### src/design/sldf_pkg.sv
// Package: shared types and constants for the sync/length/checksum deframer.
package sldf_pkg;

    localparam int BYTE_W = 8;

    localparam logic [BYTE_W-1:0] SYNC_FF  = 8'hFF;
    localparam logic [BYTE_W-1:0] SYNC_55  = 8'h55;
    localparam logic [BYTE_W:0]   CHK_BASE = 9'h100;

    // One result item as it leaves the parser.
    typedef struct packed {
        logic [BYTE_W-1:0] frame_length;
        logic              checksum_ok;
        logic              is_last;
        logic [BYTE_W-1:0] out_byte;
    } result_t;

    // Handshake status between the pipeline stages and the parser.
    typedef struct packed {
        logic in_vld;   // input register holds an item
        logic out_rdy;  // output register can load this cycle
    } stage_ctl_t;

endpackage

### src/design/sldf_in_reg.sv
// Input register stage: captures one received byte and holds it until the parser consumes it.
module sldf_in_reg (
    input  logic                  aclk,
    input  logic                  aresetn,
    input  logic                  s_tvalid,
    output logic                  s_tready,
    input  logic [7:0]            s_tdata,   // [7:0] rx_byte
    input  logic                  consume,
    output logic                  in_vld,
    output logic [sldf_pkg::BYTE_W-1:0] in_byte
);
    import sldf_pkg::*;

    logic              vld_reg;
    logic              vld_next;
    logic [BYTE_W-1:0] byte_reg;

    assign s_tready = !vld_reg || consume;
    assign vld_next = s_tready ? s_tvalid : vld_reg;

    always_ff @(posedge aclk) begin
        if (!aresetn) begin
            vld_reg <= 1'b0;
        end else begin
            vld_reg <= vld_next;
        end
    end

    always_ff @(posedge aclk) begin
        if (s_tvalid && s_tready) begin
            byte_reg <= s_tdata;
        end
    end

    assign in_vld  = vld_reg;
    assign in_byte = byte_reg;
endmodule

### src/design/sldf_parser.sv
// Frame parser: header hunt, length capture, running sum and checksum compare.
module sldf_parser (
    input  logic                        aclk,
    input  logic                        aresetn,
    input  sldf_pkg::stage_ctl_t        ctl,
    input  logic [sldf_pkg::BYTE_W-1:0] in_byte,
    output logic                        consume,
    output logic                        res_vld,
    output sldf_pkg::result_t           res
);
    import sldf_pkg::*;

    localparam logic [2:0] PH_HUNT     = 3'd0;
    localparam logic [2:0] PH_AFTER_FF = 3'd1;
    localparam logic [2:0] PH_LENGTH   = 3'd2;
    localparam logic [2:0] PH_PAYLOAD  = 3'd3;
    localparam logic [2:0] PH_CHECK    = 3'd4;

    logic [2:0]        phase_reg, phase_next;
    logic [BYTE_W-1:0] remaining_reg, remaining_next;
    logic [BYTE_W-1:0] sum_reg, sum_next;
    logic [BYTE_W-1:0] length_reg, length_next;
    logic [BYTE_W-1:0] rem_dec;
    logic [BYTE_W-1:0] expect_chk;
    logic              emits;

    assign rem_dec    = remaining_reg - 8'd1;
    assign expect_chk = BYTE_W'(CHK_BASE - {1'b0, sum_reg});

    always_comb begin
        phase_next     = phase_reg;
        remaining_next = remaining_reg;
        sum_next       = sum_reg;
        length_next    = length_reg;
        emits          = 1'b0;
        res.out_byte     = in_byte;
        res.is_last      = 1'b0;
        res.checksum_ok  = 1'b0;
        res.frame_length = length_reg;
        case (phase_reg)
            PH_AFTER_FF: begin
                // a broken header drops both bytes
                phase_next = (in_byte == SYNC_55) ? PH_LENGTH : PH_HUNT;
            end
            PH_LENGTH: begin
                if (in_byte == '0) begin
                    phase_next = PH_HUNT;
                end else begin
                    length_next    = in_byte;
                    remaining_next = in_byte;
                    sum_next       = in_byte;
                    phase_next     = PH_PAYLOAD;
                end
            end
            PH_PAYLOAD: begin
                emits          = 1'b1;
                sum_next       = sum_reg + in_byte;
                remaining_next = rem_dec;
                if (rem_dec == '0) begin
                    phase_next = PH_CHECK;
                end
            end
            PH_CHECK: begin
                emits           = 1'b1;
                res.is_last     = 1'b1;
                res.checksum_ok = (in_byte == expect_chk);
                phase_next      = PH_HUNT;
            end
            default: begin
                if (in_byte == SYNC_55) begin
                    phase_next = PH_LENGTH;
                end else if (in_byte == SYNC_FF) begin
                    phase_next = PH_AFTER_FF;
                end else begin
                    phase_next = PH_HUNT;
                end
            end
        endcase
    end

    // header bytes never wait on the output side
    assign consume = ctl.in_vld && (!emits || ctl.out_rdy);
    assign res_vld = ctl.in_vld && emits;

    always_ff @(posedge aclk) begin
        if (!aresetn) begin
            phase_reg     <= PH_HUNT;
            remaining_reg <= '0;
            sum_reg       <= '0;
            length_reg    <= '0;
        end else if (consume) begin
            phase_reg     <= phase_next;
            remaining_reg <= remaining_next;
            sum_reg       <= sum_next;
            length_reg    <= length_next;
        end
    end
endmodule

### src/design/sldf_out_reg.sv
// Output register stage: holds one result item on the master side until it is taken.
module sldf_out_reg (
    input  logic              aclk,
    input  logic              aresetn,
    input  logic              load,
    input  sldf_pkg::result_t res,
    output logic              out_rdy,
    output logic              m_tvalid,
    input  logic              m_tready,
    output logic [15:0]       m_tdata,   // [7:0] out_byte, [15:8] frame_length
    output logic              m_tlast,   // is_last
    output logic              m_tuser    // checksum_ok
);
    import sldf_pkg::*;

    logic    vld_reg;
    logic    vld_next;
    result_t res_reg;

    assign out_rdy  = !vld_reg || m_tready;
    assign vld_next = load ? 1'b1 : (vld_reg && !m_tready);

    always_ff @(posedge aclk) begin
        if (!aresetn) begin
            vld_reg <= 1'b0;
        end else begin
            vld_reg <= vld_next;
        end
    end

    always_ff @(posedge aclk) begin
        if (load) begin
            res_reg <= res;
        end
    end

    assign m_tvalid = vld_reg;
    assign m_tdata  = {res_reg.frame_length, res_reg.out_byte};
    assign m_tlast  = res_reg.is_last;
    assign m_tuser  = res_reg.checksum_ok;
endmodule

### src/design/sync_length_checksum_deframer.sv
// Top level of the sync/length/checksum deframer.
//
//   channel  dir  tdata                               tlast    tuser
//   s_       in   [7:0] rx_byte                       -        -
//   m_       out  [7:0] out_byte, [15:8] frame_length is_last  checksum_ok
//
// One item per cycle in both directions while m_tready does not stall. A result
// goes from the input register through the parser into the output register.
// Header, length and dropped bytes produce no result and never wait on m_tready.
// A stalled result item holds the parser; the input register then fills and
// s_tready drops. aresetn (synchronous) returns the parser to header hunt.
module sync_length_checksum_deframer (
    input  logic        aclk,
    input  logic        aresetn,
    input  logic        s_tvalid,
    output logic        s_tready,
    input  logic [7:0]  s_tdata,   // [7:0] rx_byte
    output logic        m_tvalid,
    input  logic        m_tready,
    output logic [15:0] m_tdata,   // [7:0] out_byte, [15:8] frame_length
    output logic        m_tlast,   // is_last
    output logic        m_tuser    // checksum_ok
);
    import sldf_pkg::*;

    logic              consume;
    logic              in_vld;
    logic [BYTE_W-1:0] in_byte;
    logic              out_rdy;
    logic              res_vld;
    result_t           res;
    stage_ctl_t        ctl;

    assign ctl.in_vld  = in_vld;
    assign ctl.out_rdy = out_rdy;

    sldf_in_reg u_in_reg (
        .aclk     (aclk),
        .aresetn  (aresetn),
        .s_tvalid (s_tvalid),
        .s_tready (s_tready),
        .s_tdata  (s_tdata),
        .consume  (consume),
        .in_vld   (in_vld),
        .in_byte  (in_byte)
    );

    sldf_parser u_parser (
        .aclk     (aclk),
        .aresetn  (aresetn),
        .ctl      (ctl),
        .in_byte  (in_byte),
        .consume  (consume),
        .res_vld  (res_vld),
        .res      (res)
    );

    sldf_out_reg u_out_reg (
        .aclk     (aclk),
        .aresetn  (aresetn),
        .load     (res_vld && consume),
        .res      (res),
        .out_rdy  (out_rdy),
        .m_tvalid (m_tvalid),
        .m_tready (m_tready),
        .m_tdata  (m_tdata),
        .m_tlast  (m_tlast),
        .m_tuser  (m_tuser)
    );
endmodule

### config.mk
export PLATFORM = sky130hd
export DESIGN_NAME = sync_length_checksum_deframer
export DESIGN_NICKNAME = d
export VERILOG_FILES = /design/src/design/sldf_pkg.sv /design/src/design/sldf_in_reg.sv /design/src/design/sldf_parser.sv /design/src/design/sldf_out_reg.sv /design/src/design/sync_length_checksum_deframer.sv
export SDC_FILE = /design/constraint.sdc
export NUM_CORES = 1
export LEC_CHECK = 0
export BUFFER_PORTS_ARGS = -buffer_cell sky130_fd_sc_hd__clkbuf_2
export CORE_MARGIN = 2
export CORE_UTILIZATION = 58
export DETAILED_ROUTE_END_ITERATION = 12
export PLACE_DENSITY_LB_ADDON = 0.05
export SLEW_MARGIN = 20
export SYNTH_ARGS = -nofsm -noshare
export SYNTH_HDL_FRONTEND = slang
export SYNTH_SLANG_ARGS = --single-unit
### constraint.sdc
create_clock -name aclk -period 2.6 [get_ports aclk]
set_input_delay 0.52 -clock aclk [delete_from_list [all_inputs] [get_ports aclk]]
set_output_delay 0.52 -clock aclk [all_outputs]
set_load 0.005 [all_outputs]
==> metrics, run 1 <==
Reg area about 1400 um^2; outcome finished clean; measured slew at the worst slew-check pin between 0.8 and 0.9 ns; DIE AREA 5520 um^2; number of flip-flops in the largest register 16; hold path startpoint s_tdata[3]; Initial Utilization 0.603; Yosys cell types 58; final WL roughly 6500 um; EDFF count, synth 26; Largest delay share family, worst path adder cells; # clock sinks 55; ranking of synthesized cells by area edfxtp_1, dfxtp_1, a21oi_1, ha_1, o21ai_0; Post-synth ARST share 0; GRT Total Usage 0.254; vias per cell between 5 and 6; clock buffer depth 2; synthesis-to-layout area growth 12.0%; max_cap viols 0; P_int approximately 1200 uW; RePlAce Congestion 0.963; Hold Crit Depth 1; multi-input combinational cell area 1390 um^2; post-synthesis area per instance 9.95 um^2; critical path class reg2reg; pwr/cell area about 500 nW/um^2; post_cts resized 0; Synth area leader edfxtp_1; Synth Area in Simple Gates 0.174; Worst path slowest cell edfxtp_1; Adder-Cell Fraction of Synth Area 0.0507; P_sw between 300 and 400 uW; Clock Latency Late Sink approximately 0.31 ns; HP Class in2reg; ant diodes 0; Yosys warnings 0; postcts setup bufs 0; TNS Setup 0 ns; Setup violations, final 0; first-pass GRT wire length 10,500 um; I/O pin cnt 32; Antenna Nets Post-Route 0; Tmin final approximately 2.2 ns; post-synth top area share 0.272; fmax roughly 450 MHz; Die Wd between 70 and 80 um; fillcell total around 420; Post-Synth XOR/XNOR Area 0.0367; # DRC 0; core area roughly 4800 um^2; Fin. Hold Viols 0; Main synth FF type dfxtp_1; GR Layer Usage met2 0.401; largest net degree at the start of global routing 19; Post-Synthesis Net Count just over 300; gr ovfl total 0; register area share after synthesis 0.475; placed cell areas about 3100 um^2; r2r endpoint u_parser.sum_reg[6]; commonest non-fill, non-tap cells in the layout clkbuf_2, dfxtp_1, a21oi_1; Worst slew margin 0.447; hold path endpoint u_in_reg.in_byte[3]; unrepaired setup endpoints after global routing no; row cnt 25; H-tree depth 2; M3 GR Usage 0.0420; ratio of cells with drive above 1 in the final layout 0.185; initial drt markers 175; switching share of total power 0.242; fin crit share 0.850; post-synthesis compound-gate area fraction 0.191; CTS Buf Count 5; WP data required roughly 2.9 ns; Comb pwr share 0.069; multiplexer share of the synthesized area 0.0319; arrival time worst endpoint approximately 2.5 ns; max-slew violations 0; Reg2Reg Setup Slack between 0.3 and 0.4 ns; most common cell after layout, fill and taps aside clkbuf_2; reg2reg path depth 8; DR pass1 iterations 5; # hold bufs at CTS 0; nets 347; VDD IR max between 300 and 400 uV; TritonCTS clock tree yes; Worst setup SP type flop; skew final ~0.012 ns; layer carrying the most global-route usage met2; CP bufs+invs 1; buffers added on ports 31; Root Driver clkbuf_8; Synth Register Bits 55; leakage power 0.00115 uW; number of global-route vias before repair approximately 2,000; Seq pwr share 0.605; initial antenna violation count 0; slowest stage delay, CP around 0.5 ns; CTS clk-pin slew, worst paths around 0.1 ns; post-synthesis cell area 2870 um^2; vias 2,320; Worst setup EP type flop; worst r2r src u_in_reg.in_byte[0]; CP Cell Sequence ha_1 -> inv_1 -> fa_1 -> nand2b_1 -> a21oi_1 -> o21ai_0 -> or3_1 -> a31oi_1; largest family of logic cells by synthesized area compound AO/OA/AOI/OAI gates; final non-filler cell area approximately 3200 um^2; Clk pwr share 0.326; Worst Path Max Fanout 8; Post-DP HPWL around 4800 um; Avg WL per Cell about 16 um; met1 usage 0.371; Die Ht around 74 um; cells after synthesis approximately 290
## Yosys cell counts, types with 2 or more instances
master,count
a21oi_1,28
nand2b_1,3
nor3b_1,3
buf_6,2
nor3_1,11
nor2b_1,5
nand3b_1,2
and3b_1,2
ha_1,10
dfxtp_1,29
or3_1,2
edfxtp_1,26
o21ai_0,25
and3_1,2
a211oi_1,6
o21ai_1,2
inv_1,15
and4_1,2
mux2i_1,8
xor2_1,2
buf_2,3
nor2_1,24
nand2_1,14
o21bai_1,2
a31oi_1,8
xnor2_1,10
a311oi_1,2
nand3_1,3
o221a_2,2
a21o_1,3
clkbuf_1,5
## layout make-up
cell class,count,area share
clock inverter,2,0.00546
clock buffer,6,0.0257
tap,67,0.0261
inverter,16,0.0187
multi-input combinational,207,0.433
timing repair buffer,39,0.0671
sequential,55,0.424
## per-stage QoR
step           cells  setup WS [ns]  hold WS (ns)  utilization  total power (uW)
3_5_place_dp     384          0.423         0.417        0.654              1080
6_report         392          0.389         0.373        0.675              1570
5_1_grt          392          0.232         0.356        0.675              1620
2_1_floorplan    288          0.388         0.408            -              1030
4_1_cts          392          0.395         0.367        0.675              1580
3_3_place_gp     384          0.467         0.419        0.654              1080
## worst max path at each step
stage	from	endpoint	slack [ns]	depth (start not counted)
2_1_floorplan	u_parser.phase_reg[2]	u_out_reg.m_tdata[0]	0.39	5
3_3_place_gp	u_in_reg.in_byte[0]	u_parser.sum_reg[6]	0.47	8
3_5_place_dp	u_in_reg.in_byte[0]	u_parser.sum_reg[6]	0.42	8
4_1_cts	u_in_reg.in_byte[0]	u_parser.sum_reg[6]	0.40	8
5_1_grt	u_in_reg.in_byte[0]	u_parser.sum_reg[6]	0.23	8
6_report	u_in_reg.in_byte[0]	u_parser.sum_reg[6]	0.39	8
## worst register-to-register path, delay by kind of cell, from the launching register on
kind | cells | cell delay, ns
fa+ha+maj | 2 | 0.63
simple gates | 2 | 0.51
flops | 1 | 0.50
compound gates | 3 | 0.44
buf+inv | 1 | 0.07
## power by group through the flow
stage | clock (uW) | sequential [uW] | combinational, uW
5_1_grt | 548 | 955 | 120
3_3_place_gp | 0 | 971 | 108
4_1_cts | 524 | 952 | 109
6_report | 513 | 952 | 109
3_5_place_dp | 0 | 972 | 108
2_1_floorplan | 0 | 962 | 69.8
## routing by layer
layer | part of all wire | vias to the layer above
li1 | - | 1137
met1 | 0.46 | 1098
met2 | 0.46 | 79
met3 | 0.063 | 6
met4 | 0.011 | 0
met5 | 0 | -
## cells by family after synthesis
kind of cell	after synthesis
mux	9
simple gates	87
flops	55
compound gates	88
fa+ha+maj	11
buf+inv	26
xor+xnor	12
Note: power is estimated with default switching activity, not from simulation.
==> run 2, diff against run 1 <==
Settings changed: PLACE_DENSITY set to 0.81, PLACE_DENSITY_LB_ADDON 0.05 to not set.
==> run 2 against run 1 <==
Effect of this change: cell area up 1.1%; maximum frequency fell by 1.3%; non-clock buffer count is 2 higher; first-iteration DRC count decreased by 32%; utilization is 0.71 points higher; sequential power about the same; via count is 1.4% higher; critical endpoint is now s_tready; highest routed layer unchanged.
==> metrics, run 2 (synthesis results as in run 1) <==
RePlAce Congestion 0.893 (-7.2%); TNS Setup 0 ns (unchanged); DIE AREA 5520 um^2 (unchanged); I/O pin cnt 32 (unchanged); first-pass GRT wire length 10,900 um (+3.9%); skew final 0.00993 ns (-0.00171 ns); largest net degree at the start of global routing 20 (+1); Largest delay share family, worst path simple AND/OR/NAND/NOR gates; vias per cell 5.97 (+0.86%); # clock sinks 55 (unchanged); fmax 446 MHz (-1.3%); critical path class reg2out; Worst path slowest cell dfxtp_1; Initial Utilization 0.603 (unchanged); leakage power 0.00116 uW (+1.6%); Die Ht 74.3 um (unchanged); GRT Total Usage 0.265 (+0.0104); # DRC 0 (unchanged); measured slew at the worst slew-check pin 0.855 ns (+0.0246 ns); commonest non-fill, non-tap cells in the layout clkbuf_2, dfxtp_1, a21oi_1; # hold bufs at CTS 0 (unchanged); core area 4750 um^2 (unchanged); final WL 6530 um (+0.91%); post_cts resized 0 (unchanged); CP Cell Sequence nor3b_1 -> nor2_1 -> nor2b_1 -> nand2_1 -> clkbuf_2; vias 2,352 (+1.4%); initial antenna violation count 0 (unchanged); arrival time worst endpoint 1.72 ns (-0.74 ns); Clock Latency Late Sink 0.31 ns (about the same); Die Wd 74.3 um (unchanged); VDD IR max 322 uV (-15%); unrepaired setup endpoints after global routing no; TritonCTS clock tree yes; Worst slew margin 0.430 (-0.0164); most common cell after layout, fill and taps aside clkbuf_2; outcome finished clean; Post-DP HPWL 4650 um (-2.3%); slowest stage delay, CP 0.54 ns (+0.04 ns); CP bufs+invs 1 (unchanged); gr ovfl total 0 (unchanged); Worst setup SP type flop; max_cap viols 0 (unchanged); Antenna Nets Post-Route 0 (unchanged); nets 349 (+0.58%); Tmin final 2.24 ns (+0.0297 ns); H-tree depth 2 (unchanged); number of global-route vias before repair 2,203 (+7.7%); DR pass1 iterations 4 (-1); Avg WL per Cell 16.6 um (+0.40%); CTS Buf Count 5 (unchanged); WP data required 2.08 ns (-0.77 ns); Setup violations, final 0 (unchanged); setup ws final 0.360 ns (-0.0297 ns); initial drt markers 119 (-32%); CTS clk-pin slew, worst paths 0.11 ns (about the same); ant diodes 0 (unchanged); Worst setup EP type primary output; number of flip-flops in the largest register 16 (unchanged); Root Driver clkbuf_8; ratio of cells with drive above 1 in the final layout 0.190 (+0.00499); Worst Path Max Fanout 12 (+4); pre-CTS setup slack 0.448 ns (+0.0251 ns); max-slew violations 0 (unchanged); fin crit share 0.862 (+0.0114); pwr/cell area 512 nW/um^2 (+4.5%); postcts setup bufs 0 (unchanged); row cnt 25 (unchanged); HP Class in2reg; synthesis-to-layout area growth 13.1%; buffers added on ports 31 (unchanged); Fin. Hold Viols 0 (unchanged); clock buffer depth 2 (unchanged)
-- run 2: per-layer routing --
| layer | global-route usage | wire [um] | vias to the layer above |
|---|---|---|---|
| li1 | - | - | 1138 |
| met1 | 0.362 | 2880 | 1103 |
| met2 | 0.405 | 3000 | 95 |
| met3 | 0.0718 | 475 | 16 |
| met4 | 0.0992 | 165 | 0 |
| met5 | 0 | 0 | - |
-- run 2: worst paths after layout --
| kind | startpoint | slack, ns | end | cells after the start |
|---|---|---|---|---|
| hold reg to reg | u_parser.length_reg[5] | 0.45 | u_out_reg.m_tdata[13] | 0 |
| setup / recovery | u_parser.phase_reg[2] | 0.36 | s_tready | 5 |
| hold / removal | s_tdata[1] | 0.38 | u_in_reg.in_byte[1] | 1 |
| setup reg to reg | u_in_reg.in_byte[1] | 0.40 | u_parser.sum_reg[6] | 7 |
-- run 2: final cells by class --
cell class                 count  area, um^2
timing repair buffer          41         230
clock buffer                   5        68.8
clock inverter                 3        50.0
sequential                    55        1360
multi-input combinational    207        1390
tap                           67        83.8
inverter                      16        60.1
fill                         391        1510
-- run 2: where the power goes --
part / switching, uW / internal, uW
sequential: 29.7 / 923
clock: 301 / 298
combinational: 63.4 / 46.6
-- run 2: per-stage QoR --
stage,instances,total power (uW),utilization,cell area [um^2],hold slack [ns]
after floorplan,288,1030,-,2870,0.408
after CTS,394,1660,0.682,3240,0.373
final,394,1660,0.682,3240,0.379
after detailed placement,386,1080,0.657,3120,0.419
after global placement,386,1080,0.657,3120,0.415
after global routing,394,1710,0.682,3240,0.360
